<file path="src/design/ilt_pkg.sv">
// shared types and constants for the ini line tokenizer
`default_nettype none

package ilt_pkg;

    // one raw item from the file stream
    typedef struct packed {
        logic [7:0] in_byte;
        logic       end_of_file;
    } ilt_in_t;

    // one result item
    typedef struct packed {
        logic [2:0]  byte_role;
        logic        line_done;
        logic [1:0]  line_kind;
        logic        has_value;
        logic        has_comment;
        logic [15:0] name_length;
        logic [15:0] value_length;
        logic [63:0] value_number;
    } ilt_out_t;

    // classified byte handed from front to back
    typedef struct packed {
        logic       brk;
        logic       ws;
        logic       hash;
        logic       eq;
        logic       is_x;
        logic       is_dec;
        logic       is_hex_letter;
        logic [3:0] nibble;
        logic       eof;
    } ilt_class_t;

    // per-line flags
    typedef struct packed {
        logic err;
        logic comment;
        logic value;
        logic name;
    } ilt_flags_t;

    // parser phase, one-hot
    typedef enum logic [7:0] {
        PH_LEAD       = 8'b0000_0001,
        PH_NAME       = 8'b0000_0010,
        PH_AFTER_NAME = 8'b0000_0100,
        PH_AFTER_EQ   = 8'b0000_1000,
        PH_VALUE      = 8'b0001_0000,
        PH_TRAIL      = 8'b0010_0000,
        PH_COMMENT    = 8'b0100_0000,
        PH_ERROR      = 8'b1000_0000
    } ilt_phase_t;

    localparam logic [2:0] ROLE_SKIP    = 3'd0;
    localparam logic [2:0] ROLE_NAME    = 3'd1;
    localparam logic [2:0] ROLE_EQUALS  = 3'd2;
    localparam logic [2:0] ROLE_VALUE   = 3'd3;
    localparam logic [2:0] ROLE_COMMENT = 3'd4;
    localparam logic [2:0] ROLE_BREAK   = 3'd5;

    localparam logic [1:0] KIND_BLANK   = 2'd0;
    localparam logic [1:0] KIND_ENTRY   = 2'd1;
    localparam logic [1:0] KIND_COMMENT = 2'd2;
    localparam logic [1:0] KIND_ERROR   = 2'd3;

    localparam logic [7:0] CHR_CR    = 8'd13;
    localparam logic [7:0] CHR_LF    = 8'd10;
    localparam logic [7:0] CHR_SPACE = 8'd32;
    localparam logic [7:0] CHR_TAB   = 8'd9;
    localparam logic [7:0] CHR_HASH  = 8'h23;
    localparam logic [7:0] CHR_EQ    = 8'h3D;
    localparam logic [7:0] CHR_LOW_X = 8'h78;
    localparam logic [7:0] CHR_UP_X  = 8'h58;

    localparam int QUEUE_DEPTH = 2;

endpackage

`default_nettype wire

</file>
<file path="src/design/ilt_front.sv">
// front end: accepts bytes and classifies them for the parser
`default_nettype none

module ilt_front
    import ilt_pkg::*;
(
    input  wire logic       in_valid,
    output logic            in_ready,
    input  wire ilt_in_t    in_data,
    input  wire logic       q_full,
    output logic            q_push,
    output ilt_class_t      q_data
);

    logic [7:0] b;

    assign b        = in_data.in_byte;
    assign in_ready = !q_full;
    assign q_push   = in_valid && !q_full;

    always_comb
    begin
        q_data.brk           = (b == CHR_CR) || (b == CHR_LF);
        q_data.ws            = (b == CHR_SPACE) || (b == CHR_TAB);
        q_data.hash          = (b == CHR_HASH);
        q_data.eq            = (b == CHR_EQ);
        q_data.is_x          = (b == CHR_LOW_X) || (b == CHR_UP_X);
        q_data.is_dec        = b inside {[8'h30:8'h39]};
        q_data.is_hex_letter = b inside {[8'h41:8'h46], [8'h61:8'h66]};
        q_data.eof           = in_data.end_of_file;
        // letters a-f and A-F have low nibble 1..6
        if (q_data.is_dec)
        begin
            q_data.nibble = b[3:0];
        end
        else
        begin
            q_data.nibble = 4'(b[3:0] + 4'd9);
        end
    end

endmodule

`default_nettype wire

</file>
<file path="src/design/ilt_queue.sv">
// small queue between front and back
`default_nettype none

module ilt_queue
    import ilt_pkg::*;
(
    input  wire logic        clk,
    input  wire logic        rst_n,
    input  wire logic        push,
    input  wire ilt_class_t  push_data,
    output logic             full,
    input  wire logic        pop,
    output logic             not_empty,
    output ilt_class_t       pop_data
);

    localparam int PTR_W = (QUEUE_DEPTH > 1) ? $clog2(QUEUE_DEPTH) : 1;
    localparam int CNT_W = $clog2(QUEUE_DEPTH + 1);

    ilt_class_t        slot_reg [QUEUE_DEPTH];
    logic [PTR_W-1:0]  wr_ptr_reg, wr_ptr_next;
    logic [PTR_W-1:0]  rd_ptr_reg, rd_ptr_next;
    logic [CNT_W-1:0]  count_reg, count_next;

    assign full      = (count_reg == CNT_W'(QUEUE_DEPTH));
    assign not_empty = (count_reg != '0);
    assign pop_data  = slot_reg[rd_ptr_reg];

    always_comb
    begin
        wr_ptr_next = wr_ptr_reg;
        rd_ptr_next = rd_ptr_reg;
        count_next  = count_reg;
        if (push)
        begin
            wr_ptr_next = (wr_ptr_reg == PTR_W'(QUEUE_DEPTH - 1)) ? '0 : wr_ptr_reg + 1'b1;
        end
        if (pop)
        begin
            rd_ptr_next = (rd_ptr_reg == PTR_W'(QUEUE_DEPTH - 1)) ? '0 : rd_ptr_reg + 1'b1;
        end
        if (push && !pop)
        begin
            count_next = count_reg + 1'b1;
        end
        else if (pop && !push)
        begin
            count_next = count_reg - 1'b1;
        end
    end

    always_ff @(posedge clk or negedge rst_n)
    begin
        if (!rst_n)
        begin
            wr_ptr_reg <= '0;
            rd_ptr_reg <= '0;
            count_reg  <= '0;
        end
        else
        begin
            wr_ptr_reg <= wr_ptr_next;
            rd_ptr_reg <= rd_ptr_next;
            count_reg  <= count_next;
        end
    end

    always_ff @(posedge clk)
    begin
        if (push)
        begin
            slot_reg[wr_ptr_reg] <= push_data;
        end
    end

endmodule

`default_nettype wire

</file>
<file path="src/design/ilt_back.sv">
// back end: line parser, number accumulator and output register
`default_nettype none

module ilt_back
    import ilt_pkg::*;
#(
    parameter int COUNT_WIDTH = 16
)
(
    input  wire logic        clk,
    input  wire logic        rst_n,
    input  wire logic        q_not_empty,
    input  wire ilt_class_t  q_data,
    output logic             q_pop,
    output logic             out_valid,
    input  wire logic        out_ready,
    output ilt_out_t         out_data
);

    localparam int EXT_W = (COUNT_WIDTH > 16) ? COUNT_WIDTH : 16;

    ilt_phase_t             phase_reg, phase_next;
    logic [63:0]            acc_reg, acc_next;
    logic                   hex_reg, hex_next;
    logic                   stopped_reg, stopped_next;
    logic [1:0]             idx_reg, idx_next;
    logic [COUNT_WIDTH-1:0] name_cnt_reg, name_cnt_next;
    logic [COUNT_WIDTH-1:0] value_cnt_reg, value_cnt_next;
    ilt_flags_t             flags_reg, flags_next;
    logic                   out_valid_reg;
    ilt_out_t               out_reg, out_next;

    logic       value_byte;
    logic       close_line;
    logic [EXT_W-1:0] name_ext, value_ext;

    assign q_pop     = q_not_empty && (!out_valid_reg || out_ready);
    assign out_valid = out_valid_reg;
    assign out_data  = out_reg;

    function automatic logic [COUNT_WIDTH-1:0] count_inc(input logic [COUNT_WIDTH-1:0] c);
        count_inc = (c == '1) ? c : c + 1'b1;
    endfunction

    always_comb
    begin
        phase_next     = phase_reg;
        acc_next       = acc_reg;
        hex_next       = hex_reg;
        stopped_next   = stopped_reg;
        idx_next       = idx_reg;
        name_cnt_next  = name_cnt_reg;
        value_cnt_next = value_cnt_reg;
        flags_next     = flags_reg;
        value_byte     = 1'b0;
        out_next       = '0;
        out_next.byte_role = ROLE_SKIP;

        if (q_data.brk)
        begin
            out_next.byte_role = ROLE_BREAK;
        end
        else
        begin
            case (phase_reg)
                PH_LEAD:
                begin
                    if (q_data.ws)
                    begin
                        out_next.byte_role = ROLE_SKIP;
                    end
                    else if (q_data.hash)
                    begin
                        flags_next.comment = 1'b1;
                        phase_next         = PH_COMMENT;
                        out_next.byte_role = ROLE_COMMENT;
                    end
                    else
                    begin
                        flags_next.name = 1'b1;
                        if (q_data.eq)
                        begin
                            flags_next.value   = 1'b1;
                            phase_next         = PH_AFTER_EQ;
                            out_next.byte_role = ROLE_EQUALS;
                        end
                        else
                        begin
                            name_cnt_next      = count_inc(name_cnt_reg);
                            phase_next         = PH_NAME;
                            out_next.byte_role = ROLE_NAME;
                        end
                    end
                end
                PH_NAME:
                begin
                    if (q_data.ws)
                    begin
                        phase_next = PH_AFTER_NAME;
                    end
                    else if (q_data.hash)
                    begin
                        flags_next.comment = 1'b1;
                        phase_next         = PH_COMMENT;
                        out_next.byte_role = ROLE_COMMENT;
                    end
                    else if (q_data.eq)
                    begin
                        flags_next.value   = 1'b1;
                        phase_next         = PH_AFTER_EQ;
                        out_next.byte_role = ROLE_EQUALS;
                    end
                    else
                    begin
                        name_cnt_next      = count_inc(name_cnt_reg);
                        out_next.byte_role = ROLE_NAME;
                    end
                end
                PH_AFTER_NAME:
                begin
                    if (q_data.ws)
                    begin
                        out_next.byte_role = ROLE_SKIP;
                    end
                    else if (q_data.hash)
                    begin
                        flags_next.comment = 1'b1;
                        phase_next         = PH_COMMENT;
                        out_next.byte_role = ROLE_COMMENT;
                    end
                    else if (q_data.eq)
                    begin
                        flags_next.value   = 1'b1;
                        phase_next         = PH_AFTER_EQ;
                        out_next.byte_role = ROLE_EQUALS;
                    end
                    else
                    begin
                        flags_next.err = 1'b1;
                        phase_next     = PH_ERROR;
                    end
                end
                PH_AFTER_EQ:
                begin
                    if (q_data.ws)
                    begin
                        out_next.byte_role = ROLE_SKIP;
                    end
                    else if (q_data.hash)
                    begin
                        flags_next.comment = 1'b1;
                        phase_next         = PH_COMMENT;
                        out_next.byte_role = ROLE_COMMENT;
                    end
                    else
                    begin
                        value_byte = 1'b1;
                    end
                end
                PH_VALUE:
                begin
                    if (q_data.ws)
                    begin
                        phase_next = PH_TRAIL;
                    end
                    else if (q_data.hash)
                    begin
                        flags_next.comment = 1'b1;
                        phase_next         = PH_COMMENT;
                        out_next.byte_role = ROLE_COMMENT;
                    end
                    else
                    begin
                        value_byte = 1'b1;
                    end
                end
                PH_TRAIL:
                begin
                    if (q_data.ws)
                    begin
                        out_next.byte_role = ROLE_SKIP;
                    end
                    else if (q_data.hash)
                    begin
                        flags_next.comment = 1'b1;
                        phase_next         = PH_COMMENT;
                        out_next.byte_role = ROLE_COMMENT;
                    end
                    else
                    begin
                        flags_next.err = 1'b1;
                        phase_next     = PH_ERROR;
                    end
                end
                PH_COMMENT:
                begin
                    out_next.byte_role = ROLE_COMMENT;
                end
                default:
                begin
                    out_next.byte_role = ROLE_SKIP;
                end
            endcase
        end

        // value text byte: count it and feed the number accumulator
        if (value_byte)
        begin
            value_cnt_next     = count_inc(value_cnt_reg);
            phase_next         = PH_VALUE;
            out_next.byte_role = ROLE_VALUE;
            if (idx_reg != 2'd2)
            begin
                idx_next = idx_reg + 2'd1;
            end
            if (!stopped_reg)
            begin
                if (idx_reg == 2'd1 && !hex_reg && acc_reg == '0 && q_data.is_x)
                begin
                    hex_next = 1'b1;
                end
                else if (q_data.is_dec || (hex_reg && q_data.is_hex_letter))
                begin
                    if (hex_reg)
                    begin
                        acc_next = {acc_reg[59:0], 4'b0000} + 64'(q_data.nibble);
                    end
                    else
                    begin
                        // times ten as shift-and-add
                        acc_next = {acc_reg[60:0], 3'b000} + {acc_reg[62:0], 1'b0}
                                 + 64'(q_data.nibble);
                    end
                end
                else
                begin
                    stopped_next = 1'b1;
                end
            end
        end

        close_line = q_data.brk || q_data.eof;
        name_ext   = EXT_W'(name_cnt_next);
        value_ext  = EXT_W'(value_cnt_next);

        if (close_line)
        begin
            out_next.line_done = 1'b1;
            if (flags_next.err)
            begin
                out_next.line_kind = KIND_ERROR;
            end
            else
            begin
                if (flags_next.name)
                begin
                    out_next.line_kind = KIND_ENTRY;
                end
                else if (flags_next.comment)
                begin
                    out_next.line_kind = KIND_COMMENT;
                end
                else
                begin
                    out_next.line_kind = KIND_BLANK;
                end
                out_next.has_value    = flags_next.value;
                out_next.has_comment  = flags_next.comment;
                out_next.name_length  = (name_ext > EXT_W'(16'hFFFF)) ? 16'hFFFF
                                                                       : name_ext[15:0];
                out_next.value_length = (value_ext > EXT_W'(16'hFFFF)) ? 16'hFFFF
                                                                        : value_ext[15:0];
                out_next.value_number = flags_next.value ? acc_next : 64'd0;
            end
            phase_next     = PH_LEAD;
            acc_next       = '0;
            hex_next       = 1'b0;
            stopped_next   = 1'b0;
            idx_next       = '0;
            name_cnt_next  = '0;
            value_cnt_next = '0;
            flags_next     = '0;
        end
    end

    always_ff @(posedge clk or negedge rst_n)
    begin
        if (!rst_n)
        begin
            phase_reg     <= PH_LEAD;
            acc_reg       <= '0;
            hex_reg       <= 1'b0;
            stopped_reg   <= 1'b0;
            idx_reg       <= '0;
            name_cnt_reg  <= '0;
            value_cnt_reg <= '0;
            flags_reg     <= '0;
            out_valid_reg <= 1'b0;
        end
        else
        begin
            if (q_pop)
            begin
                phase_reg     <= phase_next;
                acc_reg       <= acc_next;
                hex_reg       <= hex_next;
                stopped_reg   <= stopped_next;
                idx_reg       <= idx_next;
                name_cnt_reg  <= name_cnt_next;
                value_cnt_reg <= value_cnt_next;
                flags_reg     <= flags_next;
                out_valid_reg <= 1'b1;
            end
            else if (out_ready)
            begin
                out_valid_reg <= 1'b0;
            end
        end
    end

    always_ff @(posedge clk)
    begin
        if (q_pop)
        begin
            out_reg <= out_next;
        end
    end

endmodule

`default_nettype wire

</file>
<file path="src/design/ini_line_tokenizer_core.sv">
// top level of the ini line tokenizer: front classifier, queue and back parser
`default_nettype none

// Streams an ini file in one byte per item and returns one result item per
// byte: the byte's role, and on the byte that closes a line (CR, LF, or any
// byte marked end_of_file) the line kind, value and comment flags, saturated
// name and value lengths and the value read as decimal or 0x hex modulo
// 2^64. Sustained rate is one item per cycle while the output is not held;
// the limit is the back-end parse step, where the phase update and the
// 64-bit times-ten accumulate close together in the same cycle. From input
// accept to result valid an item passes the two-entry queue and then the
// output register. Input and output stall independently: the queue
// absorbs up to two items while the output is held.

module ini_line_tokenizer_core
    import ilt_pkg::*;
#(
    parameter int COUNT_WIDTH = 16
)
(
    input  wire logic     clk,
    input  wire logic     rst_n,
    input  wire logic     in_valid,
    output logic          in_ready,
    input  wire ilt_in_t  in_data,
    output logic          out_valid,
    input  wire logic     out_ready,
    output ilt_out_t      out_data
);

    // front to queue
    logic        q_full;
    logic        q_push;
    ilt_class_t  q_wr_data;

    // queue to back
    logic        q_pop;
    logic        q_not_empty;
    ilt_class_t  q_rd_data;

    // byte classification, no state
    ilt_front u_front (
        .in_valid (in_valid),
        .in_ready (in_ready),
        .in_data  (in_data),
        .q_full   (q_full),
        .q_push   (q_push),
        .q_data   (q_wr_data)
    );

    // decouples the input side from output stalls
    ilt_queue u_queue (
        .clk       (clk),
        .rst_n     (rst_n),
        .push      (q_push),
        .push_data (q_wr_data),
        .full      (q_full),
        .pop       (q_pop),
        .not_empty (q_not_empty),
        .pop_data  (q_rd_data)
    );

    // line state machine and registered result
    ilt_back #(
        .COUNT_WIDTH (COUNT_WIDTH)
    ) u_back (
        .clk         (clk),
        .rst_n       (rst_n),
        .q_not_empty (q_not_empty),
        .q_data      (q_rd_data),
        .q_pop       (q_pop),
        .out_valid   (out_valid),
        .out_ready   (out_ready),
        .out_data    (out_data)
    );

endmodule

`default_nettype wire
</file>
<file path="config.mk">
export PLATFORM = sky130hd
export DESIGN_NAME = ini_line_tokenizer_core
export DESIGN_NICKNAME = d
export VERILOG_FILES = /design/src/design/ilt_pkg.sv /design/src/design/ilt_front.sv /design/src/design/ilt_queue.sv /design/src/design/ilt_back.sv /design/src/design/ini_line_tokenizer_core.sv
export SDC_FILE = /design/constraint.sdc
export NUM_CORES = 1
export LEC_CHECK = 0
export CORE_MARGIN = 1.5
export CORE_UTILIZATION = 65
export CTS_BUF_LIST = sky130_fd_sc_hd__clkbuf_2 sky130_fd_sc_hd__clkbuf_4 sky130_fd_sc_hd__clkbuf_8
export DETAILED_ROUTE_END_ITERATION = 12
export DONT_BUFFER_PORTS = 1
export GPL_TIMING_DRIVEN = 1
export PLACE_DENSITY = 0.81
export SETUP_SLACK_MARGIN = 0.15
export SLEW_MARGIN = 30
export SYNTH_ARGS = -nofsm -noshare
export SYNTH_HDL_FRONTEND = slang
export SYNTH_SLANG_ARGS = --single-unit
</file>
<file path="constraint.sdc">
create_clock -name clk -period 10.4 [get_ports clk]
set_clock_uncertainty 0.1 [all_clocks]
set_input_delay 0.52 -clock clk [delete_from_list [all_inputs] [get_ports clk]]
set_output_delay 0.52 -clock clk [all_outputs]
set_load 0.02 [all_outputs]
</file>
# After elaboration in Yosys (flattened, before gate mapping)
# Memories as Yosys holds them, arrays and structs flattened.
# Cells that the tools add are included.
dict set report word_totals {
  ram_bits 24
  input_bits 13
  reg_bits 221
  word_cells 209
  memories 1
  out_inout_bits 106
}
dict set report classes {
  n_mux 95
  reduce_logical 41
  n_addsub 11
  bitwise 2
  eq_ne 27
  magnitude_cmp 8
}
# name depth width rd rd_clocked_by_memory_dff wr line
set mem_list {}
lappend mem_list {u_queue.slot_reg 2 12 1 0 1 ilt_queue.sv:20} ;# ilt_class_t slot_reg [QUEUE_DEPTH];
# cell count
set op_table {}
lappend op_table {{64-bit 2-to-1 mux} 7}
lappend op_table {{16-bit 2-to-1 mux} 12}
lappend op_table {{64-bit by 4-bit adder with 64-bit output} 2}
lappend op_table {{8-bit 2-to-1 mux} 16}
lappend op_table {{101-bit 2-to-1 mux} 1}
lappend op_table {{98-bit 2-to-1 mux} 1}
lappend op_table {{64-bit adder} 1}
lappend op_table {{64-bit logical NOT} 1}
lappend op_table {{8-bit case mux with 6 select lines} 1}
lappend op_table {{16-bit by 1-bit adder with 16-bit output, second input constant} 2}
lappend op_table {{16-bit == test, second input constant} 2}
lappend op_table {{8-bit by 4-bit == test with 1-bit output, second input constant} 4}
lappend op_table {{8-bit by 6-bit == test with 1-bit output, second input constant} 4}
lappend op_table {{16-bit greater-than comparator, second input constant} 2}
lappend op_table {{1-bit 2-to-1 mux} 27}
lappend op_table {{3-bit 2-to-1 mux} 9}
lappend op_table {{2-bit 2-to-1 mux} 13}
lappend op_table {{8-bit by 7-bit == test with 1-bit output, second input constant} 3}
lappend op_table {{8-bit by 7-bit >= comparator with 1-bit output, second input constant} 2}
lappend op_table {{8-bit by 7-bit less-or-equal comparator with 1-bit output, second input constant} 2}
lappend op_table {{4-bit 2-to-1 mux} 4}
lappend op_table {{4-bit by 2-bit inequality test with 1-bit output, second input constant} 4}
lappend op_table {{2-bit nonzero test} 7}
lappend op_table {{3-bit case mux with 4 select lines} 1}
lappend op_table {{29 further kinds} 56}

# Depth between registers and ports, before layout
# Gate-level depths: netlist of run 1.
dict set report logic_depth {
  depth_word 11
  ltp_mapped 16
  ltp_nobuf 14
}

# Modules after synthesis
# A second synthesis of run 1 with hierarchy kept.
dict set report unflattened {
  cells_unflattened 1783
  area_unflattened_um2 16344.4
}
# mod seq_area_each_um2 cells_per_inst instances area_per_inst_um2
set by_module_without_submodules {}
lappend by_module_without_submodules {ilt_back 5952.0 1690 1 14933.1}
lappend by_module_without_submodules {ilt_queue 820.8 53 1 1089.8}
lappend by_module_without_submodules {ilt_front 0.0 40 1 321.6}

# Worst setup path before layout of run 1
# OpenSTA, ideal clock, no wires.
dict set report synth_timing {
  path_kind {input -> register}
  start {input port out_ready}
  end {register u_back.name_cnt_reg[4]}
  setup_slack_ps 5567
  required_ps 10169
  setup_ps 131
  stages 7
  t_arrival_ps 4602
  n_path_buf 1
  path_cell_list {nand2b_1 -> o21ai_1 -> clkinv_1 -> clkbuf_1 -> o21ai_0 -> nand2_1 -> o31ai_1}
}
dict set report synth_via {
  elab_chain_cells 2
}
# element line
set synth_lines {}
lappend synth_lines {{from (decl)} ini_line_tokenizer_core.sv:27} ;# input wire logic out_ready,
lappend synth_lines {{1-bit logical OR} ilt_back.sv:37} ;# assign q_pop = q_not_empty && (!out_valid_reg || out_ready);
lappend synth_lines {{1-bit logical AND} ilt_back.sv:37}
lappend synth_lines {{named net q_pop} ini_line_tokenizer_core.sv:37} ;# logic q_pop;
lappend synth_lines {{to (signal assigned)} ilt_back.sv:309} ;# name_cnt_reg <= name_cnt_next;
lappend synth_lines {{to (decl)} ilt_back.sv:27} ;# logic [COUNT_WIDTH-1:0] name_cnt_reg, name_cnt_next;
# The timed path passes the listed nets, and every way through them passes these cells.
# A chain may end at the register's enable or synchronous reset.

# Worst setup path in the final report of run 1
dict set report layout_timing {
  start {register u_queue.rd_ptr_reg}
  end {register u_back.out_reg, in the netlist u_back.out_data[62], data pin}
}
dict set report layout_via {
  elab_chain_cells 8
  elab_cells_between_ends 32
  cone_classes {add/sub: 2; mux: 22; bitwise: 2; reduce/logical: 5; memory: 1}
}
# element line
set layout_lines {}
lappend layout_lines {{from (decl)} ilt_queue.sv:22} ;# logic [PTR_W-1:0] rd_ptr_reg, rd_ptr_next;
lappend layout_lines {{from (signal assigned)} ilt_queue.sv:63} ;# rd_ptr_reg <= rd_ptr_next;
lappend layout_lines {{memory 2 x 12 bit *} --}
lappend layout_lines {{parallel branches: the longest is 7 deep, another holds 64-bit by 4-bit adder with 64-bit output} --}
lappend layout_lines {{to (signal assigned)} ilt_back.sv:325} ;# out_reg <= out_next;
lappend layout_lines {{to (decl)} ilt_back.sv:31} ;# ilt_out_t out_reg, out_next;
# Every way passes the cells marked *.

==> run summary, run 1 <==
The worst register-to-register path ends at u_back.out_data[62]. The layout cell share with drive strength beyond 1 came out at 0.0808. The run finished with clean final reports.

For this run, the total global-route usage over all layers was measured as 0.334. The first-pass iteration count of the detailed router came out at 6. The part of the power in combinational logic came out at 0.227. The total CTS buffers is 42. The relative slew slack came out at 0.382. Counting flops with an async set or reset pin after synthesis yields a share of 0.478. Summing all multi-input logic gate instances after layout gives 9110 sq um.

The worst setup path endpoint is u_back.out_data[62]. The congestion estimate from routability-driven global placement came to 0.968. The floorplan has 58 rows. The clock passes through at most 3 buffers. The via count of the first global-routing pass came to 13313. STA classifies the critical path endpoint as a register.

The area of the core came out at 25000 sq um. The clock latency of the later-clocked register in the worst-skew pair is 0.58 ns. In this run the number of cells on the critical path is 9. After clock tree synthesis, the clock-pin slew on the worst setup and hold paths is 0.06 ns. In this run the static leakage power is 7.34 nW. The worst setup path is launched from a register.

The number of max-cap violations came out at 0. After detailed routing, the number of remaining DRC violations is 0. The post-detailed-placement half-perimeter wirelength came out at 30.1 mm.

The most critical setup path has its startpoint at u_queue.rd_ptr_reg. The maximum vdd ir drop is 0.000270 V. The cell type contributing the most total cell area after synthesis is sky130_fd_sc_hd__edfxtp_1.

The count of yosys warnings during synthesis is 0. In the synthesized netlist the dominant register cell turns out to be sky130_fd_sc_hd__edfxtp_1. Across all layers, the routed design uses 13816 vias.

The power per cell area is 185 nW/um^2. In the final design database the tool counted 1896 nets. The critical path goes through mux2i_2, and2_1, clkinv_1, nand2_2, or2_2, buf_4, clkinv_1, o21ai_0, a31oi_1. The count of input and output buffers came out at 0. The final design instance area without fill is 17500 sq um. The die is 162 um tall. The total global routing overflow is 0. The initial antenna violation count is 1.

The worst register-to-register path has a depth of 9. The top fanout value on the critical path is 58. The pin count of the biggest net entering global routing is 118. The internal portion of the total power is 1.99 mW. The final number of setup-violating endpoints is 0. The final wirelength came out at 43.5 mm. The slew at the pin with the worst max-slew slack is 0.927 ns. The number of synthesized register bits came out at 245. The data arrival time at the worst-slack endpoint is 5.53 ns.

Setup total negative slack on the finished layout was measured at 0 ns. Setup repair after global routing left no endpoint under its margin. The sequential-to-total area share from yosys stat came out at 0.412. Dividing the detail-routed wire length by the instance count gives 20.6 um. Gates resized during post-CTS repair numbered 0.

The placed instance area came out at 16500 sq um. The number of nets with antenna violations after detailed routing is 0. The final critical-path share of the clock period came out at 0.517. Synthesis produced 1787 cells. In this run the power spent charging and discharging nets is 1.24 mW. The first-pass GRT wire length is 70.0 mm.

The largest stage delay on the critical path came out at 0.88 ns. The family of cells with the greatest summed delay on the critical path is buffers and inverters. The number of nets handed over by synthesis was 1934. Each instance of the synthesized netlist takes up on average 9.21 sq um. The number of synthesized flops with an enable pin is 128. The I/O pin count is 119. The share of the synthesized area in the top cell type is 0.234. The critical path in this run is classified as register to register.

The register with the most flip-flops in the layout has 104 of them. The min-delay analysis places its worst path in the category primary input to register. The initial core utilization came out at 0.657. The distinct cell type count after synthesis came out at 86. Overall power consumption after layout is estimated at 3.23 mW. The minimum period implied by the final worst setup slack came out at 5.38 ns. The final-report max-slew violation count is 0. The number of endpoints with negative hold slack in the final report is 0.

The initial DRC count is 1264. Of the total power, the share spent switching nets is 0.383. By area the synthesized netlist is led by sky130_fd_sc_hd__edfxtp_1 (23%), sky130_fd_sc_hd__dfrtp_1 (18%), sky130_fd_sc_hd__ha_1 (10%), sky130_fd_sc_hd__nand2_1 (5.3%), sky130_fd_sc_hd__o21ai_0 (4.6%).

The required time reported for the critical path endpoint is 10.55 ns. The clock network fraction of design power came out at 0.294. The post-synthesis cell area came out at 16500 sq um. The worst register-to-register path has a setup slack of 5.02 ns. The cell with the largest stage delay on the worst path is sky130_fd_sc_hd__nand2_2. The buffer type at the clock tree root is sky130_fd_sc_hd__clkbuf_8. The clock sink total is 245.

In this run the horizontal extent of the chip is 162 um. The portion of total power attributed to sequential cells is 0.479. The sequential cells in the finished layout cover a total of 6770 sq um. The most frequent cell on the critical path is sky130_fd_sc_hd__clkinv_1. The beginning of the worst register-to-register path is u_queue.rd_ptr_reg.

The total buffers and inverters traversed by the critical path is 3. For this run, the share of the core covered by cells in the final layout is 0.699. From synthesis to final layout, the design area changed by 6.31%. The maximum level of the CTS H-tree is 2. TritonCTS built the clock tree. Fill cells in the final layout number 1997. The number of antenna diodes in the final layout is 0. The die covers 26300 sq um.

The via density per instance is 6.54. For this run, the top clock speed supported by timing is 186 MHz.
-- synthesized netlist by cell type, types with 5 or more instances --
| master | n |
|---|---|
| sky130_fd_sc_hd__o211ai_2 | 11 |
| sky130_fd_sc_hd__o21bai_1 | 13 |
| sky130_fd_sc_hd__mux2_2 | 8 |
| sky130_fd_sc_hd__a21oi_1 | 115 |
| sky130_fd_sc_hd__nor3b_1 | 5 |
| sky130_fd_sc_hd__buf_6 | 11 |
| sky130_fd_sc_hd__xor2_1 | 30 |
| sky130_fd_sc_hd__a31oi_1 | 11 |
| sky130_fd_sc_hd__edfxtp_1 | 128 |
| sky130_fd_sc_hd__a211oi_1 | 31 |
| sky130_fd_sc_hd__o21ai_0 | 152 |
| sky130_fd_sc_hd__mux2i_1 | 31 |
| sky130_fd_sc_hd__a21o_1 | 27 |
| sky130_fd_sc_hd__xnor2_1 | 54 |
| sky130_fd_sc_hd__o211ai_1 | 13 |
| sky130_fd_sc_hd__buf_2 | 17 |
| sky130_fd_sc_hd__clkbuf_1 | 64 |
| sky130_fd_sc_hd__o21ai_2 | 8 |
| sky130_fd_sc_hd__or4_1 | 7 |
| sky130_fd_sc_hd__dfrtp_1 | 116 |
| sky130_fd_sc_hd__nor3_1 | 30 |
| sky130_fd_sc_hd__and2_1 | 13 |
| sky130_fd_sc_hd__ha_1 | 132 |
| sky130_fd_sc_hd__o31ai_1 | 13 |
| sky130_fd_sc_hd__a21boi_0 | 5 |
| sky130_fd_sc_hd__and4_1 | 5 |
| sky130_fd_sc_hd__and3_1 | 21 |
| sky130_fd_sc_hd__nand3_1 | 35 |
| sky130_fd_sc_hd__o22ai_1 | 9 |
| sky130_fd_sc_hd__nand2_1 | 232 |
| sky130_fd_sc_hd__nor2b_1 | 9 |
| sky130_fd_sc_hd__o21a_1 | 7 |
| sky130_fd_sc_hd__a32o_1 | 7 |
| sky130_fd_sc_hd__nand2b_1 | 21 |
| sky130_fd_sc_hd__o21ai_1 | 30 |
| sky130_fd_sc_hd__nor2_1 | 183 |
| sky130_fd_sc_hd__inv_1 | 34 |
| sky130_fd_sc_hd__nor4_1 | 27 |
| sky130_fd_sc_hd__or3_1 | 5 |
| sky130_fd_sc_hd__nand4_1 | 37 |
| sky130_fd_sc_hd__or2_2 | 6 |
-- stage by stage --
step | hold WS [ns] | setup WS (ns) | std cells
finish | 0.0691 | 5.02 | 2113
global placement | 0.128 | 5.32 | 2031
CTS | 0.0452 | 5.29 | 2113
detailed placement | 0.129 | 5.33 | 2032
floorplan | 0.124 | 5.57 | 1787
global route | 0.0341 | 4.73 | 2113
-- power groups by stage --
stage                     Sequential [mW]  Clock [mW]  Combinational, mW
final                                1.55       0.948              0.734
after global routing                 1.56        1.00              0.800
after CTS                            1.55       0.959              0.725
after detailed placement             1.56           0              0.711
after global placement               1.56           0              0.679
after floorplan                      1.52           0              0.539
-- routing by layer --
layer	global-route usage	routed length [um]	up-vias	share of wire
li1	-	-	6545	-
met1	0.475	19300	6577	0.44
met2	0.518	19600	596	0.45
met3	0.0526	3380	96	0.078
met4	0.120	1250	2	0.029
met5	0	13	-	0.00030
-- what timing repair did --
action                    4_1_cts  5_1_grt
hold endpoints to repair      119        0
setup buffers                   0        0
hold buffers                    3        0
-- how the worst min path moves through the flow --
stage | startpoint | end | slack [ns] | cells past startpoint
6_report | in_data[3] | u_queue.slot_reg[0][7] | 0.07 | 1
5_1_grt | in_data[3] | u_queue.slot_reg[0][7] | 0.03 | 1
4_1_cts | in_data[3] | u_queue.slot_reg[0][7] | 0.05 | 1
3_5_place_dp | rst_n | u_back.acc_reg[39] | 0.13 | 0
3_3_place_gp | rst_n | u_back.acc_reg[41] | 0.13 | 0
2_1_floorplan | rst_n | u_back.acc_reg[0] | 0.12 | 0
-- cell usage in the layout (no fill, tap or decap), drive strengths merged, types with 6 or more instances in the layout --
cell type / Yosys / layout
a211oi: 31 / 31
a21boi: 6 / 6
a21o: 27 / 27
a21oi: 115 / 115
a31oi: 11 / 11
a32o: 7 / 7
and2: 15 / 15
and3: 21 / 21
buf: 30 / 11
clkbuf: 65 / 62
clkinv: 2 / 13
dfrtp: 116 / 116
edfxtp: 128 / 128
ha: 132 / 132
inv: 34 / 35
mux2: 8 / 8
mux2i: 32 / 32
nand2: 232 / 232
nand2b: 21 / 21
nand3: 35 / 35
nand4: 37 / 37
nor2: 183 / 183
nor2b: 9 / 9
nor3: 30 / 30
nor3b: 6 / 6
nor4: 27 / 27
o211ai: 24 / 24
o21a: 7 / 7
o21ai: 191 / 191
o21bai: 13 / 13
o22ai: 9 / 9
o31ai: 15 / 15
or2: 9 / 9
or4: 8 / 8
xnor2: 54 / 54
xor2: 30 / 30
-- area by class of cell --
| class | count | share of cell area |
|---|---|---|
| timing repair buffer | 13 | 0.00815 |
| clock buffer | 62 | 0.0427 |
| multi-input combinational | 1411 | 0.521 |
| clock inverter | 16 | 0.00980 |
| inverter | 36 | 0.00787 |
| sequential | 245 | 0.387 |
| tap | 330 | 0.0236 |
-- cell families after synthesis --
kind of cell | count (synthesis) | share of synthesized area
AOI/OAI and AO/OA | 505 | 0.198
xor gates and xnor gates | 84 | 0.0447
adders and majority gates | 134 | 0.103
buffers and inverters | 131 | 0.0363
DFF | 245 | 0.412
muxes | 40 | 0.0252
and+or+nand+nor | 648 | 0.182
(Power assumes the default switching activity.)
==> run 2: changes to the inputs <==
--- a/config.mk
+++ b/config.mk
@@ -5,13 +5,14 @@
 export SDC_FILE = /design/constraint.sdc
 export NUM_CORES = 1
 export LEC_CHECK = 0
+export ABC_AREA = 1
 export CORE_MARGIN = 1.5
-export CORE_UTILIZATION = 65
+export CORE_UTILIZATION = 61
 export CTS_BUF_LIST = sky130_fd_sc_hd__clkbuf_2 sky130_fd_sc_hd__clkbuf_4 sky130_fd_sc_hd__clkbuf_8
 export DETAILED_ROUTE_END_ITERATION = 12
 export DONT_BUFFER_PORTS = 1
 export GPL_TIMING_DRIVEN = 1
-export PLACE_DENSITY = 0.81
+export PLACE_DENSITY = 0.8
 export SETUP_SLACK_MARGIN = 0.15
 export SLEW_MARGIN = 30
 export SYNTH_ARGS = -nofsm -noshare
==> constraint.sdc (replaced) <==
create_clock -name clk -period 4.51 [get_ports clk]
set_clock_uncertainty 0.1 [all_clocks]
set_input_delay 0.2255 -clock clk [delete_from_list [all_inputs] [get_ports clk]]
set_output_delay 0.2255 -clock clk [all_outputs]
set_load 0.02 [all_outputs]
==> run summary, run 2 <==
The flow ran to the end, and the final reports show no timing, DRC or antenna violations. The via count of the first global-routing pass came out at 16613. Traced cell by cell, the critical path runs through mux2i_1, fa_1, inv_1, ha_1, nand3_1, nand3_1, nand2_1, nand2_1, nand2_1, nand2_1, nand2_1, nand2_1, nand2_1, nand2_1, nand2_1, nand3_1, nand2_1, a21oi_1. The most repeated cell in the gate-level netlist after synthesis is sky130_fd_sc_hd__nand2_1. The first-pass iteration count of the detailed router came out at 7.

The initial antenna violation count is 0. The number of cell rows is 63. The critical path runs through a total of 18 cells. The detailed-route DRC error count came out at 0. The worst setup path is captured at a register. The number of synthesized register bits came out at 245. The sequential-to-total area share from yosys stat is 0.369. After layout, the design draws a total of 7.30 mW. After detailed placement, the design holds a cell count of 3045. The number of vias in the routed layout is 17642.

Before CTS, the worst setup slack after placement is 0.678 ns. Entering global routing, the biggest net connects 118 pins. The minimum period implied by the final worst setup slack is 3.88 ns. The net count of the finished layout is 2862. The maximum number of buffers from clock root to sink is 3. Along the worst path, the maximum fanout reaches 13.

The flip-flop count of the largest register after layout is 104. The number of endpoints with negative hold slack in the final report came to 0. The total buffers and inverters traversed by the critical path came out at 1. The distinct cell type count after synthesis is 47. The post-synthesis cell area is 18300 sq um. The combined global-route utilization of all metal layers came out at 0.362. The depth of the most critical reg-to-reg path came out at 18.

The cell with the largest stage delay on the worst path is sky130_fd_sc_hd__dfrtp_1. The number of cells on the worst hold path came out at 3. The clock edge transition at the registers on the reported setup and hold paths is 0.06 ns. The worst setup path is of the register to register kind. The biggest area contributor in the post-synthesis netlist is sky130_fd_sc_hd__edfxtp_1.

The maximum clock frequency came out at 258 MHz. The post-synth net total is 2849. The vertical die dimension is 176 um. The maximum level of the CTS H-tree came out at 2. Buffers placed on the I/O ports in this run total 0. Pin placement for this block handled 119 I/O pins. The count of yosys warnings during synthesis came out at 0.

The final critical-path share of the clock period is 0.860. In this run the static leakage power is 10.8 nW. The average instance area after synthesis came out at 6.79 sq um. The share of the synthesized area in the top cell type is 0.210. Synthesis handed over a netlist of 2702 instances. After the first detailed-routing iteration, the DRC count stood at 1652. The post-detailed-placement half-perimeter wirelength came out at 41.4 mm. The least setup slack across all paths after layout came out at 0.630 ns. TritonCTS built the clock tree. CTS saw 245 sinks.

The first-pass GRT wire length is 88.0 mm. In this run, synthesis inferred 128 flip-flops with an integrated enable. The placed instance area is 18700 sq um. The via density per instance is 5.62.

The maximum vdd ir drop came out at 0.000781 V. The number of nets with antenna violations after detailed routing is 0. The worst register-to-register path begins at u_queue.rd_ptr_reg. The die outline area is 31100 sq um.

The later pin in the worst-skew pair is clocked with a latency of 0.60 ns. The initial core utilization is 0.619. In this run the critical register-to-register path is captured at u_back.out_data[47].

The critical path ends at u_back.out_data[47]. The area growth from synthesis to layout is 7.71%. After synthesis, the cell types taking the most area are sky130_fd_sc_hd__edfxtp_1 (21%), sky130_fd_sc_hd__nand2_1 (21%), sky130_fd_sc_hd__dfrtp_1 (16%), sky130_fd_sc_hd__ha_1 (9.0%), sky130_fd_sc_hd__inv_1 (8.7%). The final-report max-slew violation count was 0.

The final design instance area without fill came out at 19800 sq um. The number of cells in the finished layout apart from fillers is 3137. The buffer type at the clock tree root is sky130_fd_sc_hd__clkbuf_8.

The most frequent cell on the critical path is sky130_fd_sc_hd__nand2_1. The path type of the worst min-delay path is primary input to register. Among cell families on the critical path, the largest total delay comes from simple AND/OR/NAND/NOR gates. Setup repair after global routing left no endpoint under its margin. The final wirelength came out at 55.9 mm.

The antenna diode count came out at 0. Counting flops with an async set or reset pin after synthesis yields a share of 0.478. STA classifies the critical path startpoint as a register. The power per cell area is 370 nW/um^2. The setup slack of the most critical reg-to-reg path is 0.63 ns.

The summed negative setup slack over all endpoints is 0 ns. By count the netlist is led by sky130_fd_sc_hd__nand2_1 (1003), sky130_fd_sc_hd__inv_1 (424), sky130_fd_sc_hd__nor2_1 (286). The post-CTS setup buffer count is 0. The library cell used most frequently in the layout, excluding fill and tap cells, is sky130_fd_sc_hd__nand2_1.

The die boundary width came out at 176 um. The data arrival time at the worst-slack endpoint is 4.08 ns. The prevailing post-synth register cell is sky130_fd_sc_hd__edfxtp_1. The required time reported for the critical path endpoint is 4.71 ns. The total global routing overflow came out at 0. After filler insertion, the fill cell instance count of the layout stands at 2669. In the layout the commonest cells are sky130_fd_sc_hd__nand2_1 (1002), sky130_fd_sc_hd__inv_1 (424), sky130_fd_sc_hd__nor2_1 (284). The slew at the pin with the worst max-slew slack came out at 1.01 ns. In the final routed layout, each cell accounts on average for 17.8 um. The final number of setup-violating endpoints came out at 0. The layout cell share with drive strength beyond 1 came out at 0.0444.

The most critical setup path has its startpoint at u_queue.rd_ptr_reg. The largest stage delay on the critical path is 0.65 ns. The total CTS buffers is 42. The number of max-cap violations is 0.

Measured against its own limit, the worst slew margin works out to 0.329. At the end of routability-driven placement, the weighted congestion stood at 1.04. The area of the core came out at 29600 sq um.
## run 2: cell types whose count changed after synthesis, sizes merged, moves of 21 or more
cell	before	now
nor2	183	292
a211oi	31	1
clkbuf	65	35
nand3	35	142
nand2b	21	0
a21o	27	1
xnor2	54	4
o21ai	191	79
mux2i	32	2
nand2	232	1007
inv	34	433
## run 2: area by class of cell
type,count,area [sq um],area share
repair buffers,28,284,0.0144
clock buffers,65,782,0.0396
flip-flops and latches,245,6770,0.343
multi-input cells,1964,9710,0.492
inverters,434,1630,0.0825
well taps,390,488,0.0247
clock inverters,11,86.3,0.00437
## run 2: worst min path at each step
| stage | from | to | slack, ns |
|---|---|---|---|
| global placement | rst_n | u_back.value_cnt_reg[11] | -0.17 |
| global route | in_data[3] | u_queue.slot_reg[0][5] | 0.05 |
| finish | in_data[3] | u_queue.slot_reg[0][4] | 0.05 |
| CTS | in_data[3] | u_queue.slot_reg[0][5] | 0.005 |
| detailed placement | rst_n | u_back.value_cnt_reg[12] | -0.17 |
| floorplan | rst_n | u_back.acc_reg[0] | -0.17 |
## run 2: metal layers
metal | wire length (um) | GRT usage
met5 | 0 | 0
met2 | 24600 | 0.562
met4 | 1580 | 0.111
met3 | 4990 | 0.0640
met1 | 24700 | 0.517
## run 2: kinds of logic (layout without fill, tap and decap cells)
family | after synthesis | after routing | share of synthesized area
compound gates | 227 | 227 | 0.0676
fa+ha+maj | 134 | 134 | 0.0923
simple gates | 1548 | 1548 | 0.342
flops | 245 | 245 | 0.369
mux | 2 | 2 | 0.00109
buf+inv | 493 | 538 | 0.102
xor+xnor | 53 | 53 | 0.0253
## run 2: power breakdown
part / internal (mW) / leakage [nW] / switching (mW)
logic: 0.279 / 7.37 / 1.17
registers: 3.01 / 2.92 / 0.721
clock network: 1.17 / 0.470 / 0.957
## run 2: stage by stage
step	hold WS, ns	util
finish	0.0468	0.666
detailed placement	-0.168	0.631
CTS	0.00513	0.666
floorplan	-0.170	-
global placement	-0.168	0.631
global route	0.0489	0.666
## run 2: repair_timing
item | CTS | global route
endpoints found under the setup margin | 0 | 0
resized for setup | 0 | 0
hold endpoints to repair | 144 | 0
hold buffers | 16 | 0
## run 2: worst reg2reg max path: cells and delay by family (launching register included)
family	cells	cell delay (ns)
flip-flops	1	0.65
AND/OR/NAND/NOR	13	1.60
AO/OA/AOI/OAI	1	0.07
multiplexers	1	0.38
buffers and inverters	1	0.12
adder cells (fa/ha/maj)	2	0.72
==> run 3: changes to the inputs <==
--- a/config.mk
+++ b/config.mk
@@ -12,7 +12,7 @@
 export DETAILED_ROUTE_END_ITERATION = 12
 export DONT_BUFFER_PORTS = 1
 export GPL_TIMING_DRIVEN = 1
-export PLACE_DENSITY = 0.8
+export PLACE_DENSITY = 0.83
 export SETUP_SLACK_MARGIN = 0.15
 export SLEW_MARGIN = 30
 export SYNTH_ARGS = -nofsm -noshare
==> run summary, run 3 (same netlist as run 2, synthesis figures left out) <==
The relative slew slack came out at 0.338. The initial DRC count came out at 1752. From left edge to right edge, the die measures 176 um.

Detailed placement finished with a half-perimeter wire length of 42.3 mm. In the layout the commonest cells are sky130_fd_sc_hd__nand2_1 (1002), sky130_fd_sc_hd__inv_1 (424), sky130_fd_sc_hd__nor2_1 (284). The clock passes through at most 3 buffers. The number of resized instances in the post-cts repair step is 0. The number of vias in the routed layout came out at 17747.

Setup repair after global routing left no endpoint under its margin. The largest individual stage delay along the critical path comes from the cell sky130_fd_sc_hd__dfrtp_1. The met3 usage is 0.0790.

The routing usage on met1 came out at 0.502. The flow ran to the end, and the final reports show no timing, DRC or antenna violations. The sort of element at the end of the critical path is a register. The library cell used most frequently in the layout, excluding fill and tap cells, is sky130_fd_sc_hd__nand2_1.

The initial antenna violation count was 1. The number of max-cap violations is 0. Counting the fill cells in the layout gives 2585. After detailed routing, the average wire length per cell comes to 18.1 um. Of the available clock period, the critical path in the final layout requires 0.842.

The minimum period implied by the final worst setup slack came out at 3.80 ns. TritonCTS built the clock tree. The tightest min-delay check is of the primary input to register type. The die covers 31100 sq um.

The pin count of the biggest net entering global routing came out at 118. The pre-CTS setup slack came out at 0.715 ns. The number of cells on the worst hold path came out at 3.

The worst register-to-register path begins at u_queue.rd_ptr_reg. The category of the worst setup path launch point is a register. On the final layout, the worst hold slack is 0.0587 ns. 0 antenna diodes ended up in the layout. The worst hold path begins at in_data[2]. The global-route met2 utilization is 0.572. The count of nets left with antenna violations once routing finished came out at 0. Along the worst path, the maximum fanout reaches 13. For this design the static power due to leakage is 10.8 nW. The clock latency of the later-clocked register in the worst-skew pair is 0.60 ns. Setup total negative slack on the finished layout was measured at 0 ns.

The least setup slack across all paths after layout came out at 0.715 ns. The area of the core is 29600 sq um. The maximum vdd ir drop is 0.00126 V. The largest stage delay on the critical path is 0.64 ns.

The combined global-route utilization of all metal layers is 0.368. The detailed-route DRC error count came out at 0. The final-report max-slew violation count is 0. The first TritonRoute pass finished after 8 iterations. The layout cell share with drive strength beyond 1 is 0.0451. The most numerous cell type found on the critical path is sky130_fd_sc_hd__nand2_1. Counting the buffers created by CTS gives 43. The placed instance area is 18700 sq um. The number of endpoints with negative hold slack in the final report is 0. For hold timing, the worst endpoint is u_queue.slot_reg[0][11]. The count of input and output buffers is 0.

The first-pass GRT wire length came out at 88.8 mm. The depth of the most critical reg-to-reg path came out at 17. The slew at the pin with the worst max-slew slack is 0.993 ns. The via count of the first global-routing pass was 16647. The maximum level of the CTS H-tree came out at 2. The number of cell rows is 63. Compared with the post-synthesis result, the final layout area differs by 8.07%. In this run the post-CTS setup repair buffer count came out at 0. The critical path starts at u_queue.rd_ptr_reg. The clock sink total is 245. The critical path goes through mux2i_1, fa_1, inv_1, ha_1, nand3_1, nand3_1, nand2_1, nand2_1, nand2_1, nand2_1, nand2_1, nand2_1, xor2_1, nand2_1, nand2_1, nand2_1, nor2_1. The setup slack of the most critical reg-to-reg path came out at 0.71 ns.

The most used routing layer in global routing is met2. The flip-flop count of the largest register after layout is 104. Summed over all layers, the global routing overflow is 0. The data arrival time at the worst-slack endpoint is 3.99 ns. For this design the ratio of total power to cell area is 376 nW/um^2. The clock edge transition at the registers on the reported setup and hold paths came out at 0.06 ns. For this run, the post-layout net count is 2863.

The final design instance area without fill came out at 19800 sq um. The initial core utilization is 0.619. The final wirelength is 56.9 mm. The maximum clock frequency came out at 263 MHz. The setup path with the least slack is of type register to register. The final number of setup-violating endpoints came out at 0. The vertical die dimension is 176 um. The endpoint identified for the worst register-to-register timing path is u_back.out_data[31]. The routability-driven placement congestion ratio is 1.00. The required time reported for the critical path endpoint is 4.70 ns. The via density per instance is 5.65. The tree is rooted in a sky130_fd_sc_hd__clkbuf_8.

119 I/O pins were placed.
## run 3: cell count changes in the layout (fill, tap and decap cells not counted), sizes merged
cell      change
clkinvlp      +1
bufinv        +2
clkinv        +1
clkbuf        -1
inv           -1
## run 3: how the worst max path moves through the flow
| stage | end | slack [ns] | cells after the start |
|---|---|---|---|
| finish | u_back.out_data[31] | 0.71 | 17 |
| global route | u_back.out_data[62] | 0.45 | 20 |
| CTS | u_back.out_data[31] | 0.77 | 17 |
| detailed placement | u_back.out_data[47] | 0.71 | 18 |
| global placement | u_back.out_data[40] | 0.83 | 16 |
| floorplan | u_back.out_data[62] | 1.43 | 19 |
## run 3: what timing repair did
item	CTS	global route
hold endpoints to repair	143	0
endpoints found under the setup margin	0	0
hold buffers	16	0
## run 3: per-layer routing
metal	vias up	share of wire	wire [um]
li1	8576	-	-
met1	8148	0.43	24400
met2	857	0.44	24800
met3	164	0.094	5340
met4	2	0.043	2420
met5	-	0.00021	12
## run 3: critical path, delay by kind of cell, from the launching register on
kind	cells	cell delay, ns
fa+ha+maj	2	0.72
buf+inv	1	0.12
simple gates	12	1.32
flops	1	0.64
mux	1	0.38
xor+xnor	1	0.26
## run 3: cell type report
cell class | count | area (sq um) | share of cell area
Clock inverter | 14 | 150 | 0.00758
Timing Repair Buffer | 28 | 288 | 0.0145
Sequential cell | 245 | 6770 | 0.342
Tap cell | 390 | 488 | 0.0246
Inverter | 434 | 1630 | 0.0822
Clock buffer | 64 | 781 | 0.0394
Multi-Input combinational cell | 1964 | 9710 | 0.490
## run 3: stage by stage
| step | util | total power [mW] | cells |
|---|---|---|---|
| global placement | 0.631 | 5.08 | 3045 |
| global route | 0.669 | 7.72 | 3139 |
| floorplan | - | 4.65 | 2702 |
| detailed placement | 0.631 | 5.15 | 3045 |
| CTS | 0.668 | 7.44 | 3139 |
| finish | 0.669 | 7.45 | 3139 |
## run 3: report_power, final
part | leakage, nW | switching [mW] | total (mW) | internal (mW)
Sequential | 2.92 | 0.718 | 3.72 | 3.01
Clock | 0.495 | 0.978 | 2.26 | 1.28
Combinational | 7.37 | 1.19 | 1.47 | 0.281
Total | 10.8 | 2.88 | 7.45 | 4.57
